`src/rtl/core/assert_macros.svh`:
```
// ---------------------------------------------------------------------------
// Assertion macros
// Clocked, reset-qualified property checks used by the RTL datapath.
// ---------------------------------------------------------------------------
`ifndef ASSERT_MACROS_SVH
`define ASSERT_MACROS_SVH

// property must hold at every rising clock edge out of reset
`define ASSERT_AT(lbl, clk, rst, prop) \
  lbl: assert property (@(posedge clk) disable iff (rst) (prop)) \
    else $error("assertion failed");

// expression must never be true out of reset
`define ASSERT_NEVER(lbl, clk, rst, expr) \
  lbl: assert property (@(posedge clk) disable iff (rst) !(expr)) \
    else $error("forbidden condition");

`endif

```
`src/rtl/core/plst_pkg.sv`:
```
// ---------------------------------------------------------------------------
// Positional list store package
// Sizes, operation and status codes, controller types.
// ---------------------------------------------------------------------------
`default_nettype none

package plst_pkg;

  localparam int CAPACITY   = 16;
  localparam int DATA_WIDTH = 32;
  localparam int IDX_W      = $clog2(CAPACITY);
  localparam int POS_W      = 5;
  localparam int VAL_W      = 32;

  localparam logic [1:0] OP_INSERT = 2'd0;
  localparam logic [1:0] OP_ERASE  = 2'd1;
  localparam logic [1:0] OP_READ   = 2'd2;

  localparam logic [1:0] ST_OK     = 2'd0;
  localparam logic [1:0] ST_BADPOS = 2'd1;
  localparam logic [1:0] ST_FULL   = 2'd2;

  typedef enum logic [1:0] {
    S_IDLE,
    S_ISSUE,
    S_RUN
  } state_t;

  typedef struct packed {
    logic load;
    logic modify;
    logic emit_read;
  } ctl_cmd_t;

  typedef struct packed {
    logic read_ok;
    logic read_last;
    logic out_free;
  } dp_stat_t;

endpackage

`default_nettype wire

```
`src/rtl/core/plst_ctrl.sv`:
```
// ---------------------------------------------------------------------------
// Positional list store controller
// Sequences load, single-word issue and read runs.
// ---------------------------------------------------------------------------
`default_nettype none

module plst_ctrl (
  input  wire logic               clk,
  input  wire logic               rst,
  input  wire logic               req_valid,
  output logic                    req_stall,
  input  wire plst_pkg::dp_stat_t stat,
  output plst_pkg::ctl_cmd_t      cmd
);
  import plst_pkg::*;

  state_t state, state_next;

  always_ff @(posedge clk) begin
    if (rst) begin
      state <= S_IDLE;
    end else begin
      state <= state_next;
    end
  end

  always_comb begin
    state_next = state;
    unique case (state)
      S_IDLE: begin
        if (req_valid) state_next = S_ISSUE;
      end
      S_ISSUE: begin
        if (stat.out_free) begin
          if (stat.read_ok && !stat.read_last) state_next = S_RUN;
          else state_next = S_IDLE;
        end
      end
      S_RUN: begin
        if (stat.out_free && stat.read_last) state_next = S_IDLE;
      end
      default: state_next = S_IDLE;
    endcase
  end

  always_comb begin
    cmd       = '0;
    req_stall = 1'b1;
    unique case (state)
      S_IDLE: begin
        req_stall = 1'b0;
        cmd.load  = req_valid;
      end
      S_ISSUE: begin
        cmd.modify    = stat.out_free && !stat.read_ok;
        cmd.emit_read = stat.out_free && stat.read_ok;
      end
      S_RUN: begin
        cmd.emit_read = stat.out_free;
      end
      default: req_stall = 1'b1;
    endcase
  end

endmodule

`default_nettype wire

```
`src/rtl/core/plst_dpath.sv`:
```
// ---------------------------------------------------------------------------
// Positional list store datapath
// Entry array, count, word latch, read pointer and output register.
// ---------------------------------------------------------------------------
`default_nettype none
`include "assert_macros.svh"

module plst_dpath (
  input  wire logic                            clk,
  input  wire logic                            rst,
  input  wire plst_pkg::ctl_cmd_t              cmd,
  output plst_pkg::dp_stat_t                   stat,
  input  wire logic [1:0]                      op,
  input  wire logic [plst_pkg::POS_W-1:0]      position,
  input  wire logic [plst_pkg::POS_W-1:0]      range_end,
  input  wire logic [plst_pkg::VAL_W-1:0]      item_value,
  output logic                                 rsp_valid,
  input  wire logic                            rsp_stall,
  output logic [1:0]                           status,
  output logic [plst_pkg::VAL_W-1:0]           read_value,
  output logic                                 last_of_run,
  output logic [plst_pkg::POS_W-1:0]           entry_count
);
  import plst_pkg::*;

  logic [DATA_WIDTH-1:0] entries [CAPACITY];
  logic [POS_W-1:0]      count, count_next;
  logic [1:0]            op_q;
  logic [POS_W-1:0]      pos_q, end_q;
  logic [DATA_WIDTH-1:0] val_q;
  logic [IDX_W-1:0]      idx;

  logic ins_bad, full, erase_bad, read_bad;
  logic ins_ok, ers_ok;
  logic [1:0] single_status;

  assign ins_bad   = pos_q > count;
  assign full      = count >= POS_W'(CAPACITY);
  assign erase_bad = pos_q >= count;
  assign read_bad  = (pos_q >= count) || (end_q >= count) || (pos_q > end_q);
  assign ins_ok    = (op_q == OP_INSERT) && !ins_bad && !full;
  assign ers_ok    = (op_q == OP_ERASE) && !erase_bad;

  assign stat.read_ok   = (op_q == OP_READ) && !read_bad;
  assign stat.read_last = idx == end_q[IDX_W-1:0];
  assign stat.out_free  = !rsp_valid || !rsp_stall;

  always_comb begin
    single_status = ST_BADPOS;
    unique case (op_q)
      OP_INSERT: begin
        priority if (ins_bad) single_status = ST_BADPOS;
        else if (full) single_status = ST_FULL;
        else single_status = ST_OK;
      end
      OP_ERASE: single_status = erase_bad ? ST_BADPOS : ST_OK;
      default: single_status = ST_BADPOS;
    endcase
  end

  always_comb begin
    count_next = count;
    if (ins_ok) count_next = count + POS_W'(1);
    else if (ers_ok) count_next = count - POS_W'(1);
  end

  // latch the word, or step the read pointer on each emitted read
  always_ff @(posedge clk) begin
    if (cmd.load) begin
      op_q  <= op;
      pos_q <= position;
      end_q <= range_end;
      val_q <= DATA_WIDTH'(item_value);
      idx   <= position[IDX_W-1:0];
    end else if (cmd.emit_read) begin
      idx <= idx + IDX_W'(1);
    end
  end

  always_ff @(posedge clk) begin
    if (rst) begin
      count <= '0;
    end else if (cmd.modify) begin
      count <= count_next;
    end
  end

  for (genvar g = 0; g < CAPACITY; g++) begin : g_entry
    localparam logic [POS_W-1:0] GP = POS_W'(g);
    logic [DATA_WIDTH-1:0] below, above;
    if (g == 0) begin : g_first
      assign below = '0;
    end else begin : g_below
      assign below = entries[g-1];
    end
    if (g == CAPACITY - 1) begin : g_top
      assign above = '0;
    end else begin : g_above
      assign above = entries[g+1];
    end
    always_ff @(posedge clk) begin
      if (cmd.modify) begin
        if (ins_ok) begin
          if (GP == pos_q) entries[g] <= val_q;
          else if (GP > pos_q && GP <= count) entries[g] <= below;
        end else if (ers_ok && GP >= pos_q && (GP + POS_W'(1)) < count) begin
          entries[g] <= above;
        end
      end
    end
  end

  always_ff @(posedge clk) begin
    if (rst) begin
      rsp_valid <= 1'b0;
    end else if (cmd.modify || cmd.emit_read) begin
      rsp_valid <= 1'b1;
    end else if (!rsp_stall) begin
      rsp_valid <= 1'b0;
    end
  end

  always_ff @(posedge clk) begin
    if (cmd.modify) begin
      status      <= single_status;
      read_value  <= '0;
      last_of_run <= 1'b1;
      entry_count <= count_next;
    end else if (cmd.emit_read) begin
      status      <= ST_OK;
      read_value  <= VAL_W'(entries[idx]);
      last_of_run <= stat.read_last;
      entry_count <= count;
    end
  end

  `ASSERT_AT(a_emit_free, clk, rst, (cmd.modify || cmd.emit_read) |-> stat.out_free)
  `ASSERT_AT(a_count_hold, clk, rst, !cmd.modify |=> $stable(count))
  `ASSERT_AT(a_read_in_list, clk, rst, cmd.emit_read |-> (POS_W'(idx) < count))
  `ASSERT_NEVER(a_count_max, clk, rst, count > POS_W'(CAPACITY))

endmodule

`default_nettype wire

```
`src/rtl/core/positional_list_store_unit.sv`:
```
// ---------------------------------------------------------------------------
// Positional list store unit
// Ordered list of up to CAPACITY words with insert, erase and range read.
// ---------------------------------------------------------------------------
// Usage:
//   Request channel (req_valid/req_stall) carries one word: op, position,
//   range_end and item_value. Response channel (rsp_valid/rsp_stall) carries
//   status, read_value, last_of_run and entry_count.
//   Insert, erase, an error or an unused op give one response word, with
//   last_of_run set. A read range gives one word per entry, the last marked.
//   The first response word is registered once the accepted word is issued.
//   Each request word is accepted, then issued, before the next is taken;
//   a read run sends its entries one after another, set by the single
//   read port on the entry array feeding the output register.
//   A request is taken while an earlier response still waits in the output
//   register; a stalled response holds, and issue waits for it to be taken.
//   Reset empties the list (count zero) and drops any pending response;
//   entry contents are left as they are.
// ---------------------------------------------------------------------------
`default_nettype none

module positional_list_store_unit (
  input  wire logic                       clk,
  input  wire logic                       rst,
  input  wire logic                       req_valid,
  output logic                            req_stall,
  input  wire logic [1:0]                 op,
  input  wire logic [plst_pkg::POS_W-1:0] position,
  input  wire logic [plst_pkg::POS_W-1:0] range_end,
  input  wire logic [plst_pkg::VAL_W-1:0] item_value,
  output logic                            rsp_valid,
  input  wire logic                       rsp_stall,
  output logic [1:0]                      status,
  output logic [plst_pkg::VAL_W-1:0]      read_value,
  output logic                            last_of_run,
  output logic [plst_pkg::POS_W-1:0]      entry_count
);
  import plst_pkg::*;

  ctl_cmd_t cmd;
  dp_stat_t stat;

  plst_ctrl u_ctrl (
    .clk       (clk),
    .rst       (rst),
    .req_valid (req_valid),
    .req_stall (req_stall),
    .stat      (stat),
    .cmd       (cmd)
  );

  plst_dpath u_dpath (
    .clk         (clk),
    .rst         (rst),
    .cmd         (cmd),
    .stat        (stat),
    .op          (op),
    .position    (position),
    .range_end   (range_end),
    .item_value  (item_value),
    .rsp_valid   (rsp_valid),
    .rsp_stall   (rsp_stall),
    .status      (status),
    .read_value  (read_value),
    .last_of_run (last_of_run),
    .entry_count (entry_count)
  );

endmodule

`default_nettype wire

```
`config.mk`:
```
export PLATFORM = sky130hd
export DESIGN_NAME = positional_list_store_unit
export DESIGN_NICKNAME = d
export VERILOG_FILES = /design/src/rtl/core/plst_pkg.sv /design/src/rtl/core/plst_ctrl.sv /design/src/rtl/core/plst_dpath.sv /design/src/rtl/core/positional_list_store_unit.sv
export VERILOG_INCLUDE_DIRS = /design/src /design/src/rtl/core
export SDC_FILE = /design/constraint.sdc
export NUM_CORES = 1
export LEC_CHECK = 0
export BUFFER_PORTS_ARGS = -buffer_cell sky130_fd_sc_hd__clkbuf_2
export CELL_PAD_IN_SITES_DETAIL_PLACEMENT = 0
export CELL_PAD_IN_SITES_GLOBAL_PLACEMENT = 1
export CORE_ASPECT_RATIO = 1.1
export CORE_MARGIN = 1
export CORE_UTILIZATION = 39
export CTS_CLUSTER_SIZE = 14
export DETAILED_ROUTE_END_ITERATION = 7
export PLACE_DENSITY = 0.68
export RECOVER_POWER = 50
export SLEW_MARGIN = 20
export SYNTH_ARGS = -nofsm -noshare
export SYNTH_HDL_FRONTEND = slang
export SYNTH_HIERARCHICAL = 1
export SYNTH_SLANG_ARGS = --single-unit
```
`constraint.sdc`:
```
create_clock -name clk -period 5.9 [get_ports clk]
set_input_delay 1.18 -clock clk [delete_from_list [all_inputs] [get_ports clk]]
set_output_delay 1.18 -clock clk [all_outputs]
set_load 0.02 [all_outputs]
```
# ---- Yosys cells after proc, flatten, opt, wreduce, memory -nomap -nowiden
# Memories as Yosys holds them, arrays and structs flattened. A register that Yosys moved wholly into a read port is not among the register bits.
# Cells that the tools add are included.
dict set report word_totals {
  regBits 64
  ram_bits 512
  inputBits 48
  out_inout_bits 42
  wordCells 477
  mem_count 1
}
# memory depth word_bits read_ports rd_ports_with_merged_regs wr line_no
set memory_table {}
lappend memory_table {u_dpath.entries 16 32 17 1 16 plst_dpath.sv:26} ;# logic [DATA_WIDTH-1:0] entries [CAPACITY];
dict set report classes {
  add_sub_neg 3
  n_lt_le_gt_ge 69
  n_eq_ne 24
  muxes 263
  n_bitwise 32
  n_reduce_logical 74
}
# op n
set ops {}
lappend ops {{$mux 32} 32}
lappend ops {{$mux 1} 214}
lappend ops {{$logic_and 1x1->1} 56}
lappend ops {{$eq 4x5->1 const A} 8}
lappend ops {{$ge 4x5->1 const A} 8}
lappend ops {{$gt 4x5->1 const A} 8}
lappend ops {{$le 4x5->1 const A} 8}
lappend ops {{$lt 4x5->1 const A} 8}
lappend ops {{$or 1x1->1} 32}
lappend ops {{$eq 3x5->1 const A} 4}
lappend ops {{$ge 3x5->1 const A} 4}
lappend ops {{$gt 3x5->1 const A} 4}
lappend ops {{$le 3x5->1 const A} 4}
lappend ops {{$lt 3x5->1 const A} 4}
lappend ops {{$mux 5} 4}
lappend ops {{$mux 2} 8}
lappend ops {{$eq 2x5->1 const A} 2}
lappend ops {{$ge 1x5->1 const A} 2}
lappend ops {{$ge 2x5->1 const A} 2}
lappend ops {{$ge 5x5->1} 2}
lappend ops {{$gt 1x5->1 const A} 2}
lappend ops {{$gt 2x5->1 const A} 2}
lappend ops {{$gt 5x5->1} 2}
lappend ops {{$le 1x5->1 const A} 2}
lappend ops {{other kinds (24)} 43}

# ---- Longest topological paths before layout
dict set report depth {
  word_depth 12
  ltp_mapped 19
  mapped_depth_nobuf 15
}

# ---- Hierarchy
# Netlist, hierarchy kept.
# module instances cells_each area_per_inst_um2 seq_area_each_um2
set modules_own_cells {}
lappend modules_own_cells {plst_dpath 1 2896 34011.4 17807.1}
lappend modules_own_cells {plst_ctrl 1 27 215.2 40.0}

# ---- Worst setup path before layout
# OpenSTA, ideal clock, no wires.
dict set report synth_timing {
  path_kind {register -> register}
  startpoint {register u_dpath.count[2]}
  endpoint {memory u_dpath.entries[0][0] (enable)}
  setup_ns 0.470
  arrival_time_ns 5.336
  t_required_ns 5.430
  path_slack_ns 0.094
  path_stages_with_launch 15
  n_path_buf 4
  period_less_slack_ns 5.806
  path_cell_list {dfxtp_1 > clkbuf_8 > clkbuf_1 > inv_1 > ha_1 > nand4_1 > o221ai_4 > nor2_1 > and3_1 > nor2_1 > nand2b_1 > buf_6 > or3_1 > buf_2 > o31ai_1}
}
# element line_no
set synth_lines {}
lappend synth_lines {{start: declaration} plst_dpath.sv:27} ;# logic [POS_W-1:0] count, count_next;
lappend synth_lines {{start signal: assignment} plst_dpath.sv:84} ;# count <= count_next;
lappend synth_lines {{end: declaration} plst_dpath.sv:26}

==> reports/qor.txt <==
wire per inst = 27.6 um
min Tclk post-route = 5.48 ns
Slew @ Worst Pin = 3.77 ns
reg-to-reg critical path startpoint = u_dpath/count[4]
# nets final = 2,981
top_reg_cell synth = edfxtp_1
Max FO, Critical Path = 21
Final period util = 92.9%
largest net degree at the start of global routing = 129
Final Skew = 0.0268 ns
Max clock buf depth = 3
Most common cell on crit path = or3_1
FFs w/ async S/R, synth = 0%
crit path to = u_dpath/entries[2][14]
die width = 284 um
critical path arrival = 5.79 ns
CP Class = reg -> reg
routed via count = 24,595
Post-DRT Antenna Nets = 0
worst skew pair latency = 0.64 ns
worst endpoint required time = 6.21 ns
Post-Syn Area per Cell = 11.7 um^2
number of port buffers = 89
Final GP Congestion = 0.884
Yosys cell types = 72
Row Count = 113
worst r2r dst = u_dpath/entries[2][14]
dpl ws = 0.724 ns
gr ovfl total = 0
Critical Path Stages = 14
IR drop worst, VDD = 0.000223 V
Total Wirelength = 114,000 um
leakage = 13.0 nW
ANT cells = 0
DRT iter0 DRCs = 2,214
crit path launch type = flip-flop
Area Growth Syn to Fin = 10.4%
Sinks on Clock Net = 608
CORE AREA = 86,700 um^2
RSZ-0062 raised after global routing = no
Num CTS Buffers = 72
Max Cap Violations = 3
pwr/cell area = 281 nW/um^2
Die ar. = 89,000 um^2
Seq/Total Area, Yosys = 52.1%
share of layout cells above drive strength 1 = 16.1%
f_max = 0.182 GHz
vias in the first global route = 24,982
final setup fails = 0
family with the most delay on the worst path = simple AND/OR/NAND/NOR gates
Net Count, Synth = 2,997
CTS tree = done
GR Util All Layers = 25.5%
worst hold path class = reg -> reg
final number of hold-violating endpoints = 0
slowest cell on the critical path = or3_1
Post-Syn Instances = 2,923
first-pass GRT wire length = 169,000 um
final core utilization = 43.6%
die height = 313 um
Multi-input gate area = 15,000 um^2
reg2reg setup slack = 0.42 ns
worst hold start = u_dpath/read_value[15]
setup tns final = 0 ns
# fillers = 8,008
status = complete, but fails checks
Synth Register Bits = 608
FF-to-FF path depth = 14
Top Ports = 90
Ys Warns = 6
Initial Utilization = 39.5%
DR pass1 iterations = 6
failing checks = capacitance limit, slew limit
register area = 17,800 um^2
final slew viol count = 119
initial antenna violation count = 0
Critical Path Start = u_dpath/count[4]
Mapped Area = 34,200 um^2
Remaining DRCs = 0
htree depth = 3
# resized after CTS = 0
DP Cell Count = 3,983
Final Instance Count excl. Fillers = 4,117
Post-synth EDFFs = 567
cts hold-fix bufs = 0
Slew headroom = -151%
CP Buf/Inv Count = 3
post-DP HPWL = 65,000 um
post-CTS setup buffer count = 0
CTS Root Cell = clkbuf_16
worst path cell trace = inv_1, ha_1, nand4_1, o221ai_4, nor2_1, and3_1, nor2_1, nand2b_1, clkbuf_1, or3_1, or3_1, a211oi_1, or3_1, buf_12
Clk pin slew, worst setup/hold paths = 0.06 ns
CP max stage delay = 0.83 ns
final setup margin = 0.416 ns
kind of end point of the critical path = flip-flop
vias per cell = 5.97
==> per-stage QoR <==
stage                     hold slack [ns]  area [um^2]  power (W)
final                               0.474        37800     0.0106
after global routing                0.489        37800     0.0110
after CTS                           0.480        38100     0.0108
after detailed placement            0.464        35700    0.00623
after global placement              0.460        35700    0.00620
after floorplan                     0.465        34200    0.00586
==> cells by family after synthesis <==
family | count (synthesis) | share of synthesized area [%]
and+or+nand+nor | 853 | 10.1
DFF | 608 | 52.1
AOI/OAI and AO/OA | 594 | 10.1
muxes | 549 | 22.0
buffers and inverters | 283 | 4.37
adders and majority gates | 26 | 0.950
xor gates and xnor gates | 10 | 0.256
==> layout make-up <==
type	instances	share of cell area, %
well taps	1150	3.81
multi-input cells	2032	39.7
clock buffers	98	5.30
repair buffers	173	2.83
flip-flops and latches	608	47.2
inverters	20	0.199
clock inverters	36	0.937
==> report_power, final <==
group	switching (W)	total, W	internal, W
combinational	0.000642	0.00119	0.000544
clock	0.00190	0.00451	0.00262
sequential	0.000122	0.00493	0.00481
total	0.00266	0.0106	0.00797
==> flip-flops by register name, summed over array words and instances, names as in the netlist <==
signal               flops
u_ctrl/state             2
u_dpath/rsp_valid        1
u_dpath/last_of_run      1
u_dpath/idx              4
u_dpath/op_q             2
u_dpath/val_q           32
u_dpath/entries        512
u_dpath/entry_count      5
u_dpath/count            5
u_dpath/end_q            5
u_dpath/pos_q            5
u_dpath/status           2
u_dpath/read_value      32
==> layer usage <==
| metal | track usage (%) | vias up | routed length, um |
|---|---|---|---|
| met3 | 3.89 | 236 | 8400 |
| li1 | - | 10886 | - |
| met4 | 9.93 | 0 | 4420 |
| met2 | 43.9 | 1141 | 56100 |
| met5 | 0 | - | 0 |
| met1 | 32.1 | 12332 | 44600 |
==> synthesized netlist by cell type, types with 7 or more instances <==
cell type | number | area, um^2
a22o_1 | 33 | 289
a21oi_1 | 83 | 415
or3_1 | 7 | 43.8
nor2_1 | 159 | 597
edfxtp_1 | 567 | 17000
nor3_1 | 14 | 70.1
ha_1 | 26 | 325
clkbuf_1 | 135 | 507
clkbuf_8 | 15 | 206
nor2b_1 | 11 | 68.8
nand2_1 | 603 | 2260
mux2i_1 | 354 | 3540
o21ai_0 | 237 | 1190
inv_1 | 20 | 75.1
o21ai_1 | 95 | 475
nand3_1 | 15 | 75.1
buf_6 | 13 | 146
buf_2 | 67 | 335
a31oi_1 | 99 | 619
mux4_2 | 160 | 3600
o21ai_2 | 10 | 87.6
dfxtp_1 | 41 | 821
mux2_2 | 35 | 394
buf_1 | 15 | 56.3
clkbuf_4 | 9 | 67.6
==> layout by cell type (no fill, tap or decap), drive strengths merged, types with 3 or more instances in the layout <==
cell type and instances:
a2111oi 3, a211oi 3, a21boi 3, a21oi 84
a22o 33, a31oi 99, and2 6, and3 8
buf 64, bufinv 5, clkbuf 207, clkinv 27
dfxtp 41, edfxtp 567, ha 26, inv 23
mux2 35, mux2i 354, mux4 160, nand2 603
nand2b 6, nand3 18, nor2 159, nor2b 11
nor3 15, nor4 4, o211ai 5, o21a 6
o21ai 342, o31ai 5, or2 5, or3 8
or4 3, xnor2 5, xor2 5
==> how the worst min path moves through the flow <==
| stage | cells after the start | endpoint | slack [ns] |
|---|---|---|---|
| after floorplan | 2 | u_ctrl/state[1] | 0.46 |
| after global placement | 1 | u_dpath/read_value[0] | 0.46 |
| after detailed placement | 1 | u_dpath/read_value[15] | 0.46 |
| after CTS | 1 | u_dpath/read_value[24] | 0.48 |
| after global routing | 1 | u_dpath/read_value[18] | 0.49 |
| final | 1 | u_dpath/read_value[15] | 0.47 |
No activity file was read; power rests on OpenSTA's default activity.
